==> src/assert_macros.svh <==
// Assertion macros shared by the RTL modules.
`ifndef ASSERT_MACROS_SVH
`define ASSERT_MACROS_SVH

// Condition that must hold at every clock edge out of reset.
`define ASSERT_HOLDS(lbl, cond, msg) \
  lbl: assert property (@(posedge clk) disable iff (!rst_n) (cond)) else $error(msg);

// Same-cycle implication checked at every clock edge out of reset.
`define ASSERT_IMPLIES(lbl, ante, cons, msg) \
  lbl: assert property (@(posedge clk) disable iff (!rst_n) (ante) |-> (cons)) \
    else $error(msg);

`endif

==> src/raec_pkg.sv <==
// Shared constants, types and codes for the readout aggregate event counter.
package raec_pkg;

  localparam int CHANNEL_PAIRS_DEF = 8;

  localparam int WORD_W       = 32;
  localparam int LEN_W        = 24;
  localparam int BOARD_SIZE_W = 28;
  localparam int SIZE_W       = 22;
  localparam int SAMPLES_W    = 16;
  localparam int EV_W         = 18;
  localparam int COUNT_W      = 32;
  localparam int STATUS_W     = 3;

  localparam logic [3:0] BOARD_TAG = 4'hA;

  // Result status codes
  typedef enum logic [STATUS_W-1:0] {
    ST_OK         = 3'd0,
    ST_BAD_BOARD  = 3'd1,
    ST_TRUNCATED  = 3'd2,
    ST_BAD_CHAN   = 3'd3,
    ST_BAD_FORMAT = 3'd4,
    ST_IN_CHAN    = 3'd5
  } status_t;

  // Parser phases, one-hot
  typedef enum logic [7:0] {
    PH_BOARD   = 8'b0000_0001,
    PH_MASK    = 8'b0000_0010,
    PH_SKIP_A  = 8'b0000_0100,
    PH_SKIP_B  = 8'b0000_1000,
    PH_CHAN    = 8'b0001_0000,
    PH_FORMAT  = 8'b0010_0000,
    PH_PAYLOAD = 8'b0100_0000,
    PH_STOP    = 8'b1000_0000
  } phase_t;

  // Divider request and response
  typedef struct packed {
    logic              start;
    logic [SIZE_W-1:0] dividend;
    logic [EV_W-1:0]   divisor;
  } div_req_t;

  typedef struct packed {
    logic              busy;
    logic              done;
    logic [SIZE_W-1:0] quotient;
  } div_rsp_t;

  // One result transaction
  typedef struct packed {
    logic [COUNT_W-1:0] count;
    status_t            status;
  } res_t;

endpackage

==> src/raec_div.sv <==
// Iterative restoring divider: one quotient bit per cycle.
`include "assert_macros.svh"

module raec_div (
  input  logic              clk,
  input  logic              rst_n,
  input  raec_pkg::div_req_t req,
  output raec_pkg::div_rsp_t rsp
);
  import raec_pkg::*;

  localparam int CNT_W = $clog2(SIZE_W);

  logic              busy_r;
  logic              done_r;
  logic [CNT_W-1:0]  cnt_r;
  logic [EV_W-1:0]   rem_r;
  logic [SIZE_W-1:0] quo_r;
  logic [EV_W-1:0]   dsr_r;

  logic [EV_W:0]     rem_sh;
  logic [EV_W:0]     diff;
  logic              fits;

  // Shift in next dividend bit and trial subtract
  always_comb begin
    rem_sh = {rem_r, quo_r[SIZE_W-1]};
    diff   = rem_sh - {1'b0, dsr_r};
    fits   = !diff[EV_W];
  end

  // Sequencing
  always_ff @(posedge clk) begin
    if (!rst_n) begin
      busy_r <= 1'b0;
      done_r <= 1'b0;
      cnt_r  <= '0;
    end else begin
      done_r <= 1'b0;
      if (req.start) begin
        busy_r <= 1'b1;
        cnt_r  <= CNT_W'(SIZE_W - 1);
      end else if (busy_r) begin
        if (cnt_r == '0) begin
          busy_r <= 1'b0;
          done_r <= 1'b1;
        end else begin
          cnt_r <= cnt_r - 1'b1;
        end
      end
    end
  end

  // Datapath
  always_ff @(posedge clk) begin
    if (req.start) begin
      quo_r <= req.dividend;
      rem_r <= '0;
      dsr_r <= req.divisor;
    end else if (busy_r) begin
      rem_r <= fits ? diff[EV_W-1:0] : rem_sh[EV_W-1:0];
      quo_r <= {quo_r[SIZE_W-2:0], fits};
    end
  end

  assign rsp.busy     = busy_r;
  assign rsp.done     = done_r;
  assign rsp.quotient = quo_r;

  `ASSERT_IMPLIES(a_no_restart, req.start, !busy_r && !done_r, "divider restarted while active")
  `ASSERT_IMPLIES(a_done_after_busy, done_r, !busy_r && $past(busy_r), "done without a run")

endmodule

==> src/raec_parser.sv <==
// Buffer parser: walks board and channel aggregates and accumulates the count.
`include "assert_macros.svh"

module raec_parser #(
  parameter int CHANNEL_PAIRS = raec_pkg::CHANNEL_PAIRS_DEF
) (
  input  logic                         clk,
  input  logic                         rst_n,
  input  logic                         in_valid,
  output logic                         in_stall,
  input  logic [raec_pkg::WORD_W-1:0]  in_data_word,
  input  logic                         in_first_word,
  input  logic [raec_pkg::LEN_W-1:0]   in_buffer_words,
  output logic                         res_valid,
  output raec_pkg::res_t               res,
  input  logic                         res_take
);
  import raec_pkg::*;

  localparam int NP  = CHANNEL_PAIRS;
  localparam int PIW = (NP > 1) ? $clog2(NP) : 1;
  localparam int SW  = PIW + 1;

  logic [LEN_W-1:0]   word_pos_r,  word_pos_nxt;
  logic [LEN_W-1:0]   buf_len_r,   buf_len_nxt;
  phase_t             phase_r,     phase_nxt;
  logic [PIW-1:0]     pair_idx_r,  pair_idx_nxt;
  logic [NP-1:0]      pair_mask_r, pair_mask_nxt;
  logic [SIZE_W-1:0]  skip_r,      skip_nxt;
  logic [SIZE_W-1:0]  chan_size_r, chan_size_nxt;
  logic [COUNT_W-1:0] count_r,     count_nxt;
  status_t            err_r,       err_nxt;
  logic               emit_pend_r, emit_pend_nxt;
  logic               res_valid_r, res_valid_nxt;
  res_t               res_r,       res_nxt;

  div_req_t           div_req;
  div_rsp_t           div_rsp;

  logic               accept;
  logic               active;
  logic               last;
  logic [SW-1:0]      found;
  logic [SIZE_W-1:0]  rest;

  // First enabled pair at or above start; top bit flags a hit
  function automatic logic [SW-1:0] seek(input logic [NP-1:0] mask,
                                         input logic [SW-1:0] start);
    logic          hit;
    logic [PIW-1:0] idx;
    hit = 1'b0;
    idx = '0;
    for (int i = 0; i < NP; i++) begin
      if (!hit && mask[i] && (SW'(i) >= start)) begin
        hit = 1'b1;
        idx = PIW'(i);
      end
    end
    return {hit, idx};
  endfunction

  // Status as seen at the end of a buffer
  function automatic status_t status_of(input status_t err, input phase_t ph);
    status_t st;
    if (err != ST_OK) begin
      st = err;
    end else begin
      case (ph)
        PH_BOARD:                     st = ST_OK;
        PH_MASK, PH_SKIP_A, PH_SKIP_B: st = ST_TRUNCATED;
        default:                      st = ST_IN_CHAN;
      endcase
    end
    return st;
  endfunction

  assign in_stall = div_rsp.busy || div_rsp.done || res_valid_r;
  assign accept   = in_valid && !in_stall;

  // Next-state logic for one word transaction
  always_comb begin
    word_pos_nxt  = word_pos_r;
    buf_len_nxt   = buf_len_r;
    phase_nxt     = phase_r;
    pair_idx_nxt  = pair_idx_r;
    pair_mask_nxt = pair_mask_r;
    skip_nxt      = skip_r;
    chan_size_nxt = chan_size_r;
    count_nxt     = count_r;
    err_nxt       = err_r;
    emit_pend_nxt = emit_pend_r;
    res_valid_nxt = res_valid_r && !res_take;
    res_nxt       = res_r;
    div_req.start    = 1'b0;
    div_req.dividend = chan_size_r - SIZE_W'(2);
    div_req.divisor  = {in_data_word[SAMPLES_W-1:0], 2'b00} + EV_W'(2)
                       + EV_W'(in_data_word[28]);
    active = 1'b0;
    last   = 1'b0;
    found  = '0;
    rest   = '0;

    // Quotient of the last format word arrives
    if (div_rsp.done) begin
      count_nxt = count_r + COUNT_W'(div_rsp.quotient);
      if (emit_pend_r) begin
        emit_pend_nxt  = 1'b0;
        res_valid_nxt  = 1'b1;
        res_nxt.count  = count_nxt;
        res_nxt.status = status_of(err_r, phase_r);
      end
    end

    if (accept) begin
      if (in_first_word) begin
        word_pos_nxt  = '0;
        buf_len_nxt   = (in_buffer_words == '0) ? LEN_W'(1) : in_buffer_words;
        phase_nxt     = PH_BOARD;
        pair_idx_nxt  = '0;
        pair_mask_nxt = '0;
        skip_nxt      = '0;
        chan_size_nxt = '0;
        count_nxt     = '0;
        err_nxt       = ST_OK;
        active        = 1'b1;
      end else begin
        active = word_pos_r < buf_len_r;
      end

      if (active) begin
        case (phase_nxt)
          PH_BOARD: begin
            if (in_data_word[31:28] != BOARD_TAG) begin
              err_nxt   = ST_BAD_BOARD;
              phase_nxt = PH_STOP;
            end else if (in_data_word[BOARD_SIZE_W-1:0] >
                         BOARD_SIZE_W'(buf_len_nxt - word_pos_nxt)) begin
              err_nxt   = ST_TRUNCATED;
              phase_nxt = PH_STOP;
            end else begin
              phase_nxt = PH_MASK;
            end
          end
          PH_MASK: begin
            pair_mask_nxt = in_data_word[NP-1:0];
            phase_nxt     = PH_SKIP_A;
          end
          PH_SKIP_A: phase_nxt = PH_SKIP_B;
          PH_SKIP_B: begin
            found        = seek(pair_mask_nxt, '0);
            pair_idx_nxt = found[SW-1] ? found[PIW-1:0] : pair_idx_nxt;
            phase_nxt    = found[SW-1] ? PH_CHAN : PH_BOARD;
          end
          PH_CHAN: begin
            if (!in_data_word[31]) begin
              err_nxt   = ST_BAD_CHAN;
              phase_nxt = PH_STOP;
            end else begin
              chan_size_nxt = in_data_word[SIZE_W-1:0];
              if (in_data_word[SIZE_W-1:1] == '0) begin
                err_nxt   = ST_BAD_FORMAT;
                phase_nxt = PH_STOP;
              end else begin
                phase_nxt = PH_FORMAT;
              end
            end
          end
          PH_FORMAT: begin
            if (in_data_word[30:29] != 2'b11) begin
              err_nxt   = ST_BAD_FORMAT;
              phase_nxt = PH_STOP;
            end else begin
              div_req.start = 1'b1;
              rest          = chan_size_nxt - SIZE_W'(2);
              skip_nxt      = rest;
              if (rest == '0) begin
                found        = seek(pair_mask_nxt, SW'(pair_idx_nxt) + SW'(1));
                pair_idx_nxt = found[SW-1] ? found[PIW-1:0] : pair_idx_nxt;
                phase_nxt    = found[SW-1] ? PH_CHAN : PH_BOARD;
              end else begin
                phase_nxt = PH_PAYLOAD;
              end
            end
          end
          PH_PAYLOAD: begin
            skip_nxt = skip_nxt - SIZE_W'(1);
            if (skip_nxt == '0) begin
              found        = seek(pair_mask_nxt, SW'(pair_idx_nxt) + SW'(1));
              pair_idx_nxt = found[SW-1] ? found[PIW-1:0] : pair_idx_nxt;
              phase_nxt    = found[SW-1] ? PH_CHAN : PH_BOARD;
            end
          end
          default: ;
        endcase

        // End of buffer: result now, or once the quotient is in
        last         = ({1'b0, word_pos_nxt} + (LEN_W+1)'(1)) >= {1'b0, buf_len_nxt};
        word_pos_nxt = word_pos_nxt + LEN_W'(1);
        if (last) begin
          if (div_req.start) begin
            emit_pend_nxt = 1'b1;
          end else begin
            res_valid_nxt  = 1'b1;
            res_nxt.count  = count_nxt;
            res_nxt.status = status_of(err_nxt, phase_nxt);
          end
        end
      end
    end
  end

  // Control state
  always_ff @(posedge clk) begin
    if (!rst_n) begin
      word_pos_r  <= '0;
      buf_len_r   <= '0;
      phase_r     <= PH_BOARD;
      pair_idx_r  <= '0;
      pair_mask_r <= '0;
      skip_r      <= '0;
      chan_size_r <= '0;
      count_r     <= '0;
      err_r       <= ST_OK;
      emit_pend_r <= 1'b0;
      res_valid_r <= 1'b0;
    end else begin
      word_pos_r  <= word_pos_nxt;
      buf_len_r   <= buf_len_nxt;
      phase_r     <= phase_nxt;
      pair_idx_r  <= pair_idx_nxt;
      pair_mask_r <= pair_mask_nxt;
      skip_r      <= skip_nxt;
      chan_size_r <= chan_size_nxt;
      count_r     <= count_nxt;
      err_r       <= err_nxt;
      emit_pend_r <= emit_pend_nxt;
      res_valid_r <= res_valid_nxt;
    end
  end

  // Result payload
  always_ff @(posedge clk) begin
    res_r <= res_nxt;
  end

  raec_div u_div (
    .clk   (clk),
    .rst_n (rst_n),
    .req   (div_req),
    .rsp   (div_rsp)
  );

  assign res_valid = res_valid_r;
  assign res       = res_r;

  `ASSERT_IMPLIES(a_res_not_during_div, res_valid_r, !div_rsp.busy, "result pending while dividing")
  `ASSERT_IMPLIES(a_pend_has_div, emit_pend_r, div_rsp.busy || div_rsp.done, "pending result lost its divide")

endmodule

==> src/readout_aggregate_event_counter_core.sv <==
// Top level of the readout aggregate event counter with its output register.
//
// Input channel (in_valid / in_stall): one 32-bit buffer word per transaction,
// with in_first_word marking the first word of a buffer and in_buffer_words
// its length, sampled on that first word.
// Output channel (out_valid / out_stall): one transaction per buffer whose last
// word arrives, carrying the event count and parse status.
// Throughput: one word per cycle for all words but channel format words, unless the
// output stalls; the word after a buffer's last word waits while the result moves out.
// A format word starts the shared restoring divider (one quotient bit per
// cycle over 22 bits) and holds the input until the quotient is in.
// The result passes the parser's result register and then the output register
// before it is on out_valid, after the quotient when the last word is a format word.
// A finished result waits in a parser stage while the output register is
// stalled; the input stalls while that stage is occupied.
// Reset (rst_n low, synchronous) clears all parse state; words that arrive
// outside a buffer are taken and dropped.
module readout_aggregate_event_counter_core #(
  parameter int CHANNEL_PAIRS = raec_pkg::CHANNEL_PAIRS_DEF
) (
  input  logic                           clk,
  input  logic                           rst_n,
  input  logic                           in_valid,
  output logic                           in_stall,
  input  logic [raec_pkg::WORD_W-1:0]    in_data_word,
  input  logic                           in_first_word,
  input  logic [raec_pkg::LEN_W-1:0]     in_buffer_words,
  output logic                           out_valid,
  input  logic                           out_stall,
  output logic [raec_pkg::COUNT_W-1:0]   out_event_count,
  output logic [raec_pkg::STATUS_W-1:0]  out_parse_status
);
  import raec_pkg::*;

  logic res_valid;
  res_t res;
  logic res_take;

  logic out_valid_r, out_valid_nxt;
  res_t out_res_r;

  raec_parser #(
    .CHANNEL_PAIRS (CHANNEL_PAIRS)
  ) u_parser (
    .clk             (clk),
    .rst_n           (rst_n),
    .in_valid        (in_valid),
    .in_stall        (in_stall),
    .in_data_word    (in_data_word),
    .in_first_word   (in_first_word),
    .in_buffer_words (in_buffer_words),
    .res_valid       (res_valid),
    .res             (res),
    .res_take        (res_take)
  );

  // Output register takes a result when empty or being drained
  assign res_take = res_valid && (!out_valid_r || !out_stall);

  always_comb begin
    out_valid_nxt = out_valid_r;
    if (res_take) begin
      out_valid_nxt = 1'b1;
    end else if (!out_stall) begin
      out_valid_nxt = 1'b0;
    end
  end

  always_ff @(posedge clk) begin
    if (!rst_n) begin
      out_valid_r <= 1'b0;
    end else begin
      out_valid_r <= out_valid_nxt;
    end
  end

  always_ff @(posedge clk) begin
    if (res_take) begin
      out_res_r <= res;
    end
  end

  assign out_valid        = out_valid_r;
  assign out_event_count  = out_res_r.count;
  assign out_parse_status = out_res_r.status;

endmodule

==> config.mk <==
export PLATFORM = sky130hd
export DESIGN_NAME = readout_aggregate_event_counter_core
export DESIGN_NICKNAME = d
export VERILOG_FILES = /design/src/raec_pkg.sv /design/src/raec_div.sv /design/src/raec_parser.sv /design/src/readout_aggregate_event_counter_core.sv
export VERILOG_INCLUDE_DIRS = /design/src /design/src/src
export SDC_FILE = /design/constraint.sdc
export NUM_CORES = 1
export LEC_CHECK = 0
export BUFFER_PORTS_ARGS = -buffer_cell sky130_fd_sc_hd__buf_2
export CAP_MARGIN = 30
export CORE_MARGIN = 5
export CORE_UTILIZATION = 35
export CTS_BUF_LIST = sky130_fd_sc_hd__clkbuf_8
export CTS_CLUSTER_SIZE = 8
export DETAILED_ROUTE_END_ITERATION = 8
export MAX_ROUTING_LAYER = met4
export SETUP_SLACK_MARGIN = 0.05
export SYNTH_ARGS = -nofsm -noshare
export SYNTH_HDL_FRONTEND = slang
export SYNTH_HIERARCHICAL = 1
export SYNTH_SLANG_ARGS = --single-unit
==> constraint.sdc <==
create_clock -name clk -period 13.6 [get_ports clk]
set_clock_uncertainty 0.15 [all_clocks]
set_input_delay 2.04 -clock clk [delete_from_list [all_inputs] [get_ports clk]]
set_output_delay 2.04 -clock clk [all_outputs]
set_load 0.03 [all_outputs]
# Word-level counts from Yosys, hierarchy flattened
# Index checks and enable logic that the tools add are counted.
# word_totals
regBits	284
inputBits	61
out_inout_bits	37
wordCells	390
# op_classes
add_sub_neg	12
n_lt_le_gt_ge	11
n_eq_ne	19
n_mux	240
bitwise_logic	3
n_reduce_logical	82
# op_table
cell	count
2-to-1 mux 22 bit	11
2-to-1 mux 35 bit	6
2-to-1 mux 1 bit	147
2-to-1 mux 24 bit	6
2-to-1 mux 8 bit	16
2-to-1 mux 3 bit	32
2-to-1 mux 32 bit	3
one-hot mux 8 bit (7 select lines)	1
logical NOT 22 bit	2
one-hot mux 22 bit (2 select lines)	1
subtractor 22 x 2 -> 22 bit (second input constant)	2
logical AND 1 bit	39
adder 32 x 22 -> 32 bit	1
2-to-1 mux 5 bit	6
> comparator 28 bit	1
logical NOT 1 bit	26
adder 24 x 1 -> 25 bit (second input constant)	1
>= comparator 25 x 24 -> 1 bit	1
subtractor 24 x 24 -> 25 bit	1
adder 24 x 1 -> 24 bit (second input constant)	1
equality test 8 x 1 -> 1 bit (second input constant)	3
equality test 8 x 2 -> 1 bit (second input constant)	3
equality test 8 x 3 -> 1 bit (second input constant)	3
equality test 8 x 4 -> 1 bit (second input constant)	3
30 further kinds	51

# Logic depth before layout (Yosys ltp)
# depth
depth_word	91
mapped_depth	33
depth_no_buf	28

# Cells and area by module
# The synthesis kept the hierarchy.
# modules_own_cells
mod	instances	cells_each	area_each_um2
raec_parser	1	1966	14632.8
raec_div	1	348	3696.0
readout_aggregate_event_counter_core	1	39	1089.8

# Least setup slack after synthesis
# No wires, ideal clock.
# synth_timing
path_kind	in2reg
startpoint	in in_first_word
endpoint	reg u_parser.res_r, in the netlist u_parser/res[0]
arrival_time_ns	8.432
setup_slack_ns	4.948
cell_stages	31
n_path_buf	8
cell_sequence	clkbuf_1 -> clkbuf_1 -> buf_1 -> buf_2 -> clkbuf_1 -> clkbuf_1 -> clkbuf_1 -> clkbuf_1 -> nor2_1 -> a21o_1 -> ha_1 -> fa_1 -> nand2b_1 -> a21oi_1 -> o21bai_1 -> a21oi_1 -> o211ai_1 -> a31oi_1 -> o21a_1 -> nor2_1 -> xor2_1 -> ha_1 -> nand4_1 -> or3_1 -> o2111ai_1 -> a21oi_1 -> o311ai_0 -> nor3b_1 -> nor3b_1 -> a21oi_1 -> a21oi_1
# synth_rtl
element	line	rtl
start, declared	readout_aggregate_event_counter_core.sv:26	input logic in_first_word,
end signal, assigned	raec_parser.sv:243	res_r <= res_nxt;
end, declared	raec_parser.sv:35	res_t res_r, res_nxt;

==> impl_metrics.toml <==
[route]
vias = 17545
dr.pass1.iters = 8
antenna_left = 0
wire_per_inst_um = 18.46
via_per_inst = 5.500
drt_wl_total_um = 58890
first_iter_violations = 1289
drc = 0

[cts]
htreeDepth = 2
cts_sinks = 284
clock_path_buffers = 3
hold_buffers = 0
root_buffer = "clkbuf_8"
numCtsBuffers = 53
path_clk_slew_ns = 0.06
clk_latency_ns = 0.67
cts_setup_buffers = 0
cts-resized-gates = 0
cts_tree = "yes"

[global_route]
grt_antenna_before_repair = 2
grt_pass1_wl_um = 92200
track_usage_pct = 19.30
overflow = 0
grt_max_degree = 61
grt_pass1_vias = 16633

[critical_path]
path_common_cell = "a21oi_1"
max_stage_delay_ns = 0.42
crit_fanout = 4
crit_type = "input pin to flip-flop"
cp-end-kind = "flip-flop"
start_kind = "input pin"
critPathArrivalTime_ns = 8.18
slowest_stage = "nor4_1"
critPathRequiredTime_ns = 14.01

[floorplan]
die_y_um = 245.5
die_width_um = 245.5
ioPinCount = 98
die-area_um2 = 60290
core_area_um2 = 54990
row_count = 86
initial_core_util_pct = 35.32

[hold_path]
holdCritPathClass = "flip-flop to flip-flop"

[synth]
ys_seq_area_share_pct = 33.14
ys_top_cells_by_area = "dfxtp_1 22%, edfxtp_1 12%, ha_1 9.3%, nand2_1 5.1%, nor2_1 4.1%"
async_flop_share_pct = 0
synth_edf_count = 75
synth_top_cell_by_area = "dfxtp_1"
synth.top_cell.area_share_pct = 21.55
yosys_warnings = 6
syn_inst = 2353
ys_ff_latch = 284
synth_area_um2 = 19420
synth-main-ff-cell = "dfxtp_1"
syn_area_per_cell_um2 = 8.253
synthesis.nets = 2562
synth.most_common_cell = "nand2_1"
ys_types = 93
yosys-top-cells-count = "266 x nand2_1, 214 x nor2_1, 209 x dfxtp_1, 146 x o21ai_0, 145 x ha_1"

[sta]
rsz0062_at_grt = "no"
timing.final.ws_setup_ns = 5.826
fin_crit_ns = 7.774
hold_violations = 0
worst_pin_slew_ns = 1.009
fin_crit_sh_pct = 57.16
fmax_ghz = 0.1286
slew-limit-headroom_pct = 32.68
finalSetupViolCount = 0
tns_ns = 0
drv_slew = 0

[placed_design]
place_congestion = 0.9103
post-place-ws_ns = 5.207
portBuffers = 97
place_hpwl_um = 43660
place_area_um2 = 20530
dp.cells = 3091

[layout]
fin_cells = 3190
finalInstanceArea_um2 = 21640
nets = 2607
drive_above_1_share_pct = 10.69
area_delta_synth_final_pct = 11.45

[power_and_ir_drop]
cellPowerDensity_nw_per_um2 = 105.3
power.static_leakage_nw = 8.539
ir_drop_v = 0.00006330

[flow_run]
maxCapViolations = 0

[outcome]
status = "finished clean"
==> area by class of cell <==
cell class                 count  area (um2)
antenna                        1       2.502
clock buffer                  60       825.8
clock inverter                38       280.3
fill                        5543       33340
inverter                     111       416.7
multi-input combinational   1830       12080
sequential                   284        6436
tap                          748       935.9
timing repair buffer         118       665.6
==> cell families (layout without fill, tap and decap cells) <==
kind of cell	after synthesis	after routing	share of synthesized area, %
AND/OR/NAND/NOR	849	849	21.38
flip-flops	284	284	33.14
multiplexers	70	70	3.802
adder cells (fa/ha/maj)	148	148	9.652
XOR/XNOR	112	112	5.052
other	1	2	0.01931
AO/OA/AOI/OAI	650	650	21.99
buffers and inverters	239	327	4.961
==> metal layers <==
metal  part of all wire [%]  routed length [um]  GRT usage (%)  vias up
met2                     45               26730          30.25      506
li1                       -                   -              -     8624
met1                     45               26720          25.18     8301
met4                    4.2                2479          8.106        0
met5                      0                   0              -        -
met3                    5.0                2962          2.609      114
==> final timing paths <==
| check | endpoint | cells after the start | start | slack, ns |
|---|---|---|---|---|
| worst min-delay path | out_event_count[30] | 0 | u_parser/res[33] | 0.28 |
| worst min register to register | out_event_count[30] | 0 | u_parser/res[33] | 0.28 |
| worst max-delay path | u_parser/res[0] | 27 | in_buffer_words[17] | 5.83 |
| worst max register to register | u_parser/res[2] | 19 | u_parser/word_pos_r[0] | 7.62 |
==> cell usage in the layout, fill, tap and decap left out, types with 10 or more instances in the layout <==
| cell type | count |
|---|---|
| and3_1 | 16 |
| o31ai_1 | 12 |
| ha_1 | 145 |
| and2_1 | 18 |
| nor2b_1 | 64 |
| mux2i_1 | 40 |
| buf_2 | 98 |
| edfxtp_1 | 75 |
| a31oi_1 | 31 |
| o22ai_1 | 20 |
| nand2b_1 | 21 |
| dfxtp_1 | 209 |
| o21ai_0 | 146 |
| a21o_1 | 44 |
| mux2_2 | 30 |
| xor2_1 | 39 |
| nor2_1 | 213 |
| nand4_1 | 29 |
| nor3_1 | 51 |
| o211ai_1 | 20 |
| a22oi_1 | 42 |
| a21boi_0 | 46 |
| nor3b_1 | 27 |
| nand2_1 | 265 |
| a211oi_1 | 19 |
| nor4_1 | 27 |
| buf_4 | 18 |
| or4_1 | 10 |
| o21a_1 | 14 |
| inv_1 | 128 |
| xnor2_1 | 73 |
| clkbuf_8 | 60 |
| or3_1 | 11 |
| a21oi_1 | 139 |
| nand3_1 | 49 |
==> state kept, by name, summed over array words and instances, names as in the netlist, 22 cells and up <==
| name | count |
|---|---|
| u_parser/res | 35 |
| out_event_count | 32 |
| u_parser/word_pos_r | 24 |
| u_parser/u_div/quo_r | 22 |
| u_parser/count_r | 32 |
| u_parser/buf_len_r | 24 |
| u_parser/chan_size_r | 22 |
| u_parser/skip_r | 22 |
==> power by group <==
part	internal, mW	switching [mW]
Sequential	0.920	0.0394
Clock	0.482	0.391
Combinational	0.168	0.278
Total	1.57	0.708
==> per-stage QoR <==
stage,utilization (%),hold WS [ns],power (mW)
6_report,39.36,0.2780,2.279
5_1_grt,39.36,0.2826,2.402
4_1_cts,39.36,0.2800,2.309
3_5_place_dp,37.34,0.2647,1.420
3_3_place_gp,37.24,0.2604,1.406
2_1_floorplan,-,0.2530,1.276
==> critical path: cells and delay by family <==
kind | cells | cell delay (ns)
AND/OR/NAND/NOR | 10 | 2.29
adder cells (fa/ha/maj) | 3 | 0.99
AO/OA/AOI/OAI | 12 | 2.40
multiplexers | 1 | 0.35
buffers and inverters | 1 | 0.11
Note: power is estimated with default switching activity, not from simulation.
